### config.mk
export PLATFORM = sky130hd
export DESIGN_NAME = gmrc_ctrl
export DESIGN_NICKNAME = d
export VERILOG_FILES = /design/src/sv/gmrc_pkg.sv /design/src/sv/gmrc_ctrl.sv
export SDC_FILE = /design/constraint.sdc
export NUM_CORES = 1
export LEC_CHECK = 0
export ABC_CLOCK_PERIOD_IN_PS = 4400
export BUFFER_PORTS_ARGS = -buffer_cell sky130_fd_sc_hd__buf_2
export CAP_MARGIN = 0
export CORE_MARGIN = 2
export CORE_UTILIZATION = 43
export DETAILED_ROUTE_END_ITERATION = 6
export PLACE_DENSITY = 0.67
export SLEW_MARGIN = 20
export SYNTH_ARGS = -nofsm -noshare
export SYNTH_HDL_FRONTEND = slang
export SYNTH_SLANG_ARGS = --single-unit
### constraint.sdc
create_clock -name clk -period 4.4 [get_ports clk]
set_input_delay 0.44 -clock clk [delete_from_list [all_inputs] [get_ports clk]]
set_output_delay 0.44 -clock clk [all_outputs]
set_load 0.05 [all_outputs]
### src/sv/gmrc_pkg.sv
// ---------------------------------------------------------------------------
// gmrc_pkg
// Shared types, codes and the sine table of the grid maze ray caster.
// ---------------------------------------------------------------------------
package gmrc_pkg;

    localparam int POS_W          = 13;
    localparam int ANGLE_W        = 9;
    localparam int OUT_W          = 13;
    localparam int OFF_W          = 6;
    localparam int CODE_W         = 2;
    localparam int WALLS_W        = 8;
    localparam int INDEX_W        = 8;
    localparam int FIELD_MAX      = 8191;
    localparam int SINE_W         = 16;
    localparam int TRIG_MAG_W     = 15;
    localparam int SINE_ONE_SHIFT = 14;
    localparam int FULL_TURN      = 360;
    localparam int QUARTER_TURN   = 90;

    localparam logic CMD_WRITE = 1'b0;
    localparam logic CMD_VIEW  = 1'b1;

    localparam logic [1:0] SIDE_N = 2'd0;
    localparam logic [1:0] SIDE_S = 2'd1;
    localparam logic [1:0] SIDE_W = 2'd2;
    localparam logic [1:0] SIDE_E = 2'd3;

    typedef struct packed {
        logic load_view;
        logic maze_write;
        logic clear_write;
        logic ray_setup;
        logic xing_eval;
        logic mul;
        logic div_off;
        logic other_eval;
        logic ram_read;
        logic div_dist;
        logic merge;
        logic out_load;
    } gmrc_cmd_t;

    typedef struct packed {
        logic skip;
        logic div_done;
        logic off_grid;
        logic out_free;
    } gmrc_sts_t;

    // round(16384*sin(d)) for d = 0..90
    function automatic logic [TRIG_MAG_W-1:0] sine_mag(input logic [6:0] d);
        logic [TRIG_MAG_W-1:0] v;
        begin
            case (d)
                7'd0: v = 15'd0;      7'd1: v = 15'd286;    7'd2: v = 15'd572;
                7'd3: v = 15'd857;    7'd4: v = 15'd1143;   7'd5: v = 15'd1428;
                7'd6: v = 15'd1713;   7'd7: v = 15'd1997;   7'd8: v = 15'd2280;
                7'd9: v = 15'd2563;   7'd10: v = 15'd2845;  7'd11: v = 15'd3126;
                7'd12: v = 15'd3406;  7'd13: v = 15'd3686;  7'd14: v = 15'd3964;
                7'd15: v = 15'd4240;  7'd16: v = 15'd4516;  7'd17: v = 15'd4790;
                7'd18: v = 15'd5063;  7'd19: v = 15'd5334;  7'd20: v = 15'd5604;
                7'd21: v = 15'd5872;  7'd22: v = 15'd6138;  7'd23: v = 15'd6402;
                7'd24: v = 15'd6664;  7'd25: v = 15'd6924;  7'd26: v = 15'd7182;
                7'd27: v = 15'd7438;  7'd28: v = 15'd7692;  7'd29: v = 15'd7943;
                7'd30: v = 15'd8192;  7'd31: v = 15'd8438;  7'd32: v = 15'd8682;
                7'd33: v = 15'd8923;  7'd34: v = 15'd9162;  7'd35: v = 15'd9397;
                7'd36: v = 15'd9630;  7'd37: v = 15'd9860;  7'd38: v = 15'd10087;
                7'd39: v = 15'd10311; 7'd40: v = 15'd10531; 7'd41: v = 15'd10749;
                7'd42: v = 15'd10963; 7'd43: v = 15'd11174; 7'd44: v = 15'd11381;
                7'd45: v = 15'd11585; 7'd46: v = 15'd11786; 7'd47: v = 15'd11982;
                7'd48: v = 15'd12176; 7'd49: v = 15'd12365; 7'd50: v = 15'd12551;
                7'd51: v = 15'd12733; 7'd52: v = 15'd12911; 7'd53: v = 15'd13085;
                7'd54: v = 15'd13255; 7'd55: v = 15'd13421; 7'd56: v = 15'd13583;
                7'd57: v = 15'd13741; 7'd58: v = 15'd13894; 7'd59: v = 15'd14044;
                7'd60: v = 15'd14189; 7'd61: v = 15'd14330; 7'd62: v = 15'd14466;
                7'd63: v = 15'd14598; 7'd64: v = 15'd14726; 7'd65: v = 15'd14849;
                7'd66: v = 15'd14968; 7'd67: v = 15'd15082; 7'd68: v = 15'd15191;
                7'd69: v = 15'd15296; 7'd70: v = 15'd15396; 7'd71: v = 15'd15491;
                7'd72: v = 15'd15582; 7'd73: v = 15'd15668; 7'd74: v = 15'd15749;
                7'd75: v = 15'd15826; 7'd76: v = 15'd15897; 7'd77: v = 15'd15964;
                7'd78: v = 15'd16026; 7'd79: v = 15'd16083; 7'd80: v = 15'd16135;
                7'd81: v = 15'd16182; 7'd82: v = 15'd16225; 7'd83: v = 15'd16262;
                7'd84: v = 15'd16294; 7'd85: v = 15'd16322; 7'd86: v = 15'd16344;
                7'd87: v = 15'd16362; 7'd88: v = 15'd16374; 7'd89: v = 15'd16382;
                7'd90: v = 15'd16384;
                default: v = 15'd0;
            endcase
            return v;
        end
    endfunction

    // Signed Q1.14 sine of an angle in 0..359 degrees, folded by quadrant
    function automatic logic signed [SINE_W-1:0] sine_deg(input logic [ANGLE_W-1:0] a);
        logic [TRIG_MAG_W-1:0] m;
        logic                  neg;
        begin
            if (a <= 9'd90)
            begin
                m   = sine_mag(7'(a));
                neg = 1'b0;
            end
            else if (a <= 9'd180)
            begin
                m   = sine_mag(7'(9'd180 - a));
                neg = 1'b0;
            end
            else if (a <= 9'd270)
            begin
                m   = sine_mag(7'(a - 9'd180));
                neg = 1'b1;
            end
            else
            begin
                m   = sine_mag(7'(9'd360 - a));
                neg = 1'b1;
            end
            return neg ? -$signed({1'b0, m}) : $signed({1'b0, m});
        end
    endfunction

    function automatic logic [CODE_W-1:0] wall_field(input logic [WALLS_W-1:0] b,
                                                     input logic [1:0] side);
        logic [CODE_W-1:0] v;
        begin
            unique case (side)
                SIDE_N:  v = b[7:6];
                SIDE_S:  v = b[3:2];
                SIDE_W:  v = b[1:0];
                SIDE_E:  v = b[5:4];
                default: v = '0;
            endcase
            return v;
        end
    endfunction

endpackage

### src/sv/gmrc_ctrl.sv
// ---------------------------------------------------------------------------
// gmrc_ctrl
// Sequencer: clearing pass, request intake, ray and grid-line stepping.
// ---------------------------------------------------------------------------
module gmrc_ctrl #(
    parameter int GRID_SIDE      = 16,
    parameter int HALF_FIELD_DEG = 30
) (
    input  logic                                        clk,
    input  logic                                        rst_n,
    input  logic                                        req_valid,
    output logic                                        req_stall,
    input  logic                                        command,
    input  gmrc_pkg::gmrc_sts_t                         sts,
    output gmrc_pkg::gmrc_cmd_t                         cmd,
    output logic [$clog2(2*HALF_FIELD_DEG+1)-1:0]      ray,
    output logic [$clog2(GRID_SIDE+1)-1:0]              line,
    output logic                                        kind,
    output logic [$clog2(GRID_SIDE*GRID_SIDE)-1:0]      clr_addr
);

    import gmrc_pkg::*;

    localparam int RW         = $clog2(2*HALF_FIELD_DEG+1);
    localparam int GW         = $clog2(GRID_SIDE+1);
    localparam int AW         = $clog2(GRID_SIDE*GRID_SIDE);
    localparam int CELL_COUNT = GRID_SIDE * GRID_SIDE;

    localparam logic [3:0] S_CLEAR = 4'd0;
    localparam logic [3:0] S_IDLE  = 4'd1;
    localparam logic [3:0] S_RAY   = 4'd2;
    localparam logic [3:0] S_EVAL  = 4'd3;
    localparam logic [3:0] S_MUL   = 4'd4;
    localparam logic [3:0] S_DIVO  = 4'd5;
    localparam logic [3:0] S_WOFF  = 4'd6;
    localparam logic [3:0] S_CHK   = 4'd7;
    localparam logic [3:0] S_WDIST = 4'd8;
    localparam logic [3:0] S_OUT   = 4'd9;

    logic [3:0]    state_reg, state_next;
    logic [RW-1:0] ray_reg, ray_next;
    logic [GW-1:0] line_reg, line_next;
    logic          kind_reg, kind_next;
    logic [AW-1:0] clr_reg, clr_next;
    logic          do_step;

    always_comb
    begin
        state_next = state_reg;
        ray_next   = ray_reg;
        line_next  = line_reg;
        kind_next  = kind_reg;
        clr_next   = clr_reg;
        cmd        = '0;
        do_step    = 1'b0;
        unique case (state_reg)
            S_CLEAR:
            begin
                cmd.clear_write = 1'b1;
                clr_next        = clr_reg + 1'b1;
                if (clr_reg == AW'(CELL_COUNT - 1))
                begin
                    state_next = S_IDLE;
                end
            end
            S_IDLE:
            begin
                if (req_valid)
                begin
                    if (command == CMD_VIEW)
                    begin
                        cmd.load_view = 1'b1;
                        ray_next      = '0;
                        state_next    = S_RAY;
                    end
                    else
                    begin
                        cmd.maze_write = 1'b1;
                    end
                end
            end
            S_RAY:
            begin
                cmd.ray_setup = 1'b1;
                line_next     = '0;
                kind_next     = 1'b0;
                state_next    = S_EVAL;
            end
            S_EVAL:
            begin
                cmd.xing_eval = 1'b1;
                if (sts.skip)
                begin
                    do_step = 1'b1;
                end
                else
                begin
                    state_next = S_MUL;
                end
            end
            S_MUL:
            begin
                cmd.mul    = 1'b1;
                state_next = S_DIVO;
            end
            S_DIVO:
            begin
                cmd.div_off = 1'b1;
                state_next  = S_WOFF;
            end
            S_WOFF:
            begin
                if (sts.div_done)
                begin
                    cmd.other_eval = 1'b1;
                    state_next     = S_CHK;
                end
            end
            S_CHK:
            begin
                if (sts.off_grid)
                begin
                    do_step = 1'b1;
                end
                else
                begin
                    cmd.ram_read = 1'b1;
                    cmd.div_dist = 1'b1;
                    state_next   = S_WDIST;
                end
            end
            S_WDIST:
            begin
                if (sts.div_done)
                begin
                    cmd.merge = 1'b1;
                    do_step   = 1'b1;
                end
            end
            S_OUT:
            begin
                if (sts.out_free)
                begin
                    cmd.out_load = 1'b1;
                    if (ray_reg == RW'(2*HALF_FIELD_DEG))
                    begin
                        state_next = S_IDLE;
                    end
                    else
                    begin
                        ray_next   = ray_reg + 1'b1;
                        state_next = S_RAY;
                    end
                end
            end
            default:
            begin
                state_next = S_IDLE;
            end
        endcase

        // advance to the next grid line, horizontal before vertical
        if (do_step)
        begin
            if (!kind_reg)
            begin
                kind_next  = 1'b1;
                state_next = S_EVAL;
            end
            else if (line_reg == GW'(GRID_SIDE))
            begin
                state_next = S_OUT;
            end
            else
            begin
                line_next  = line_reg + 1'b1;
                kind_next  = 1'b0;
                state_next = S_EVAL;
            end
        end
    end

    always_ff @(posedge clk or negedge rst_n)
    begin
        if (!rst_n)
        begin
            state_reg <= S_CLEAR;
            ray_reg   <= '0;
            line_reg  <= '0;
            kind_reg  <= 1'b0;
            clr_reg   <= '0;
        end
        else
        begin
            state_reg <= state_next;
            ray_reg   <= ray_next;
            line_reg  <= line_next;
            kind_reg  <= kind_next;
            clr_reg   <= clr_next;
        end
    end

    assign req_stall = (state_reg != S_IDLE);
    assign ray       = ray_reg;
    assign line      = line_reg;
    assign kind      = kind_reg;
    assign clr_addr  = clr_reg;

endmodule

==> results.txt <==
- At the placement stage, the worst setup path has a slack of roughly 2400 ps.
- Area of combinational cells with multiple inputs: between 800 and 900 µm²
- Clock skew on the completed layout was measured at between 1.5 and 2 ps.
- After routing, the total negative slack on setup checks comes to 0 ps.
- Global Route met1 Usage: between 20% and 30%
- Wire length of the first global-routing pass: 5706 µm
- By startpoint and endpoint, the worst setup path is classified as flip-flop to output pin.
- Max incr delay on CP: roughly 660 ps
- Later-pin clock latency in the skew report: between 300 and 400 ps
- Data on the critical path is required at its endpoint by 3960 ps.
- The sequential cells in the finished layout cover a total of between 600 and 700 µm².
* Maxcap violations: 0
- The number of endpoints with negative hold slack in the final report was 0.
- Flip-flop and latch count after synthesis: 24
- Boundary pin count: 41
- Register-to-Register Path Depth: 4
* Buffer cell driving the clock tree root: sky130_fd_sc_hd__clkbuf_4
- For this design the static power due to leakage is 0.8448 nW.
- Post-Synth Adder-Cell Area: under 10%
- Status: complete, no violations
- Wirelength per Cell: around 14 µm
- Of the total synthesized cell area, the portion taken by AND, OR, NAND and NOR gates is around a quarter.
- Post-CTS Setup Repair Bufs: 0
* Internal Power: approximately 0.57 mW
* Post-Syn Nets: approximately 170
* HPWL after detailed placement: between 2000 and 2500 µm
- Clock Path Buffers: 2
- Cell count after synthesis: around 150
- Number of enable-type register cells in the synthesized netlist: 0
* Highest-count cells in the layout ignoring fill and taps: 40 x sky130_fd_sc_hd__buf_2, 24 x sky130_fd_sc_hd__dfrtp_1, 12 x sky130_fd_sc_hd__nand3_1, 10 x sky130_fd_sc_hd__inv_1, 10 x sky130_fd_sc_hd__nand2_1
- Antenna violations before repair: 0
- Detailed Route Iter0 Violations: 95
- The worst register-to-register path begins at state_reg[2].
- Die area: about 0.0040 mm²
- Commonest non-fill, non-tap cell in the layout: sky130_fd_sc_hd__buf_2
* Worst rel slew slack: 64.21%
- In this run, the clock network consumes about an eighth of the power.
- The register with the most flip-flops in the layout has 8 of them.
- Global routing usage on met2: between 20% and 30%
- Share of the synthesized area in compound gates (AO/OA/AOI/OAI): between 10% and 20%
* Type of element launching the critical path: flip-flop
* Ranking of synthesized cells by area: sky130_fd_sc_hd__dfrtp_1 40%, sky130_fd_sc_hd__ha_1 4.2%, sky130_fd_sc_hd__nand3_1 4.0%
- Met3 usage: under 10%
- DP Cell Count: ~230
- After layout, the design draws a total of about 1.2 mW.
* Ratio of cells with drive above 1 in the final layout: between 20% and 30%
- In the synthesized netlist the dominant register cell turns out to be sky130_fd_sc_hd__dfrtp_1.
- The floorplan step set the die width to 63.17 µm.
* Largest area contributor in the netlist: sky130_fd_sc_hd__dfrtp_1
* Avg Synthesized Cell Area: approximately 10 µm²
- The tree built by TritonCTS fans out to 24 sinks.
- Counting the buffers created by CTS gives 3.
- After clock tree synthesis, the clock-pin slew on the worst setup and hold paths is between 100 and 150 ps.
- Static timing analysis puts the maximum clock frequency at roughly 0.42 GHz.
- Largest family of logic cells by synthesized area: simple AND/OR/NAND/NOR gates
- Total track usage: ~18%
* Hold-fix buffer count after cts: 0
- Of the total synthesized cell area, the portion taken by XOR and XNOR cells is 4.655%.
- Subtracting the final worst setup slack from the clock period gives 2363 ps.
* Reg-to-reg critical path endpoint: line[4]
* Post-route fraction of the period consumed by the critical path: a little over half
- Worst min-delay path category: primary input to asynchronous set/reset pin
- Via count of the first global-routing pass: 1202
- The number of antenna diodes in the final layout is 0.
- Clock tree from TritonCTS: yes
- At the pin with the least slew margin, the transition time is roughly 540 ps.
- Sw power: about 0.64 mW
* Routed via count: about 1300
* Part of the Yosys area used for sequential elements: 39.90%
- Maximum number of pins on one net before global-route repair: 25
* Beginning of the critical path: state_reg[2]
* CP max FO: 12
- Chain of cells forming the critical path: nand2b_1 > nor3_1 > buf_2
- After the flow finishes, the layout carries non-filler instances totaling around 240.
- Share of async-settable or async-resettable flops after synthesis: 100.0%
* Length of the first detailed-routing pass in iterations: 4
- Initial cell density of the core: a little under half
- Of the post-synthesis cell area, the part taken by muxes is approximately 3%.
* Slack of the worst reg-to-reg path: about 2500 ps
- Switch share: roughly 53%
- Total of buffers placed on input and output ports: 40
- The max-slew violation count is 0.
- Floorplan die height: approximately 63 µm
- The synthesized design devotes to its leading area cell type 39.90% of total area.
- The filler cells instantiated in the layout total 318.
- Total global routing overflow: 0
* Post-CTS sizing: 0
- STA classifies the critical path endpoint as an output pin.
- Area of the core region: approximately 0.0033 mm²
* # rows: 21
- RePlAce Congestion: 0.8713
- Number of H-tree levels: 1
- Setup repair after global routing missed its margin: no
* Setup violation total in the final timing report: 0
* CP endpoint: cmd[2]
* Worst EP arrival: 1920 ps
- Max VDD drop: 0.5429 mV
- Power density cells: 681.3 mW/mm²
- Gr busiest metal: met1
* Number of design rule violations left after detail routing: 0
- Number of nets in the final layout: slightly above 200
- Slowest library cell on the worst path: sky130_fd_sc_hd__dfrtp_1
- After synthesis, the netlist uses 47 different library cells.
- The cell area that synthesis handed to floorplanning was 0.001505 mm².
- Per report_power, the combinational group accounts for 54.1% of the total.
* Detailed-route vias per instance: roughly 5.5
- Routed WL: 3296 µm
- Antenna Nets Post-Route: 0
- The worst path meets setup with 2037 ps of slack.
* Synth-to-Final Area Change: 17.71%
- Sequential cells burn between 30 and 40% of the power.
- For this run, the number of Yosys warnings is 0.
==> worst min-delay path by stage <==
| stage | cells past startpoint | slack (ps) | end | startpoint |
|---|---|---|---|---|
| final | 1 | 90 | line[3] | rst_n |
| after global routing | 1 | 100 | line[1] | rst_n |
| after CTS | 1 | 100 | line[3] | rst_n |
| after detailed placement | 1 | 460 | state_reg[2] | rst_n |
| after global placement | 1 | 450 | line[1] | rst_n |
| after floorplan | 0 | 140 | clr_addr[0] | rst_n |
==> cells by family (layout without fill, tap and decap cells) <==
| logic type | Yosys count | after routing |
|---|---|---|
| buf+inv | 16 | 54 |
| compound gates | 32 | 32 |
| fa+ha+maj | 5 | 5 |
| simple gates | 65 | 65 |
| xor+xnor | 8 | 8 |
| mux | 4 | 4 |
| flops | 24 | 24 |
==> per-stage QoR <==
| stage | utilization, % | hold WS [ps] | instance area (µm²) |
|---|---|---|---|
| 2_1_floorplan | - | 144.4 | 1505 |
| 3_3_place_gp | 51.52 | 454.7 | 1719 |
| 3_5_place_dp | 51.52 | 459.0 | 1719 |
| 4_1_cts | 53.09 | 97.37 | 1772 |
| 5_1_grt | 53.09 | 102.9 | 1772 |
| 6_report | 53.09 | 87.34 | 1772 |
==> routing by layer <==
metal  share of wire [%]  vias to the layer above
li1                    -                      640
met1                  48                      634
met4                0.97                        0
met2                  46                       38
met5                   0                        -
met3                 4.6                        4
==> critical path: cells and delay by family, from the launching register on <==
kind,cells,cell delay [ps]
flops,1,660
buf+inv,1,340
simple gates,2,620
==> Yosys cell counts (2+ instances only) <==
cell and instances:
sky130_fd_sc_hd__or3_1 3, sky130_fd_sc_hd__nor3_1 6, sky130_fd_sc_hd__nor2_1 8, sky130_fd_sc_hd__nand2_1 10, sky130_fd_sc_hd__a21oi_1 4, sky130_fd_sc_hd__and2_1 3, sky130_fd_sc_hd__a211oi_1 2, sky130_fd_sc_hd__o211ai_1 4
sky130_fd_sc_hd__buf_6 2, sky130_fd_sc_hd__nor4b_2 2, sky130_fd_sc_hd__xnor2_1 4, sky130_fd_sc_hd__nand3_1 12, sky130_fd_sc_hd__ha_1 5, sky130_fd_sc_hd__buf_2 2, sky130_fd_sc_hd__o21ai_0 8, sky130_fd_sc_hd__xor2_1 4
sky130_fd_sc_hd__o31ai_1 2, sky130_fd_sc_hd__dfrtp_1 24, sky130_fd_sc_hd__and3_1 2, sky130_fd_sc_hd__inv_1 10, sky130_fd_sc_hd__nand2b_1 6, sky130_fd_sc_hd__mux2i_1 2, sky130_fd_sc_hd__or2b_1 2, sky130_fd_sc_hd__nand4_1 4
==> layout make-up <==
| cell class | count | area share, % |
|---|---|---|
| Inverter | 10 | 2.119 |
| Sequential cell | 24 | 33.90 |
| Clock buffer | 3 | 1.271 |
| Multi-Input combinational cell | 114 | 46.47 |
| Timing Repair Buffer | 40 | 11.30 |
| Clock inverter | 1 | 1.695 |
| Tap cell | 46 | 3.249 |
==> power groups by stage <==
stage | Clock (mW) | Sequential, mW | Combinational [mW]
6_report | 0.159 | 0.395 | 0.653
3_3_place_gp | 0 | 0.391 | 0.650
5_1_grt | 0.176 | 0.412 | 0.699
4_1_cts | 0.163 | 0.394 | 0.657
2_1_floorplan | 0 | 0.501 | 0.418
3_5_place_dp | 0 | 0.397 | 0.654
No activity file was read; power rests on OpenSTA's default activity.
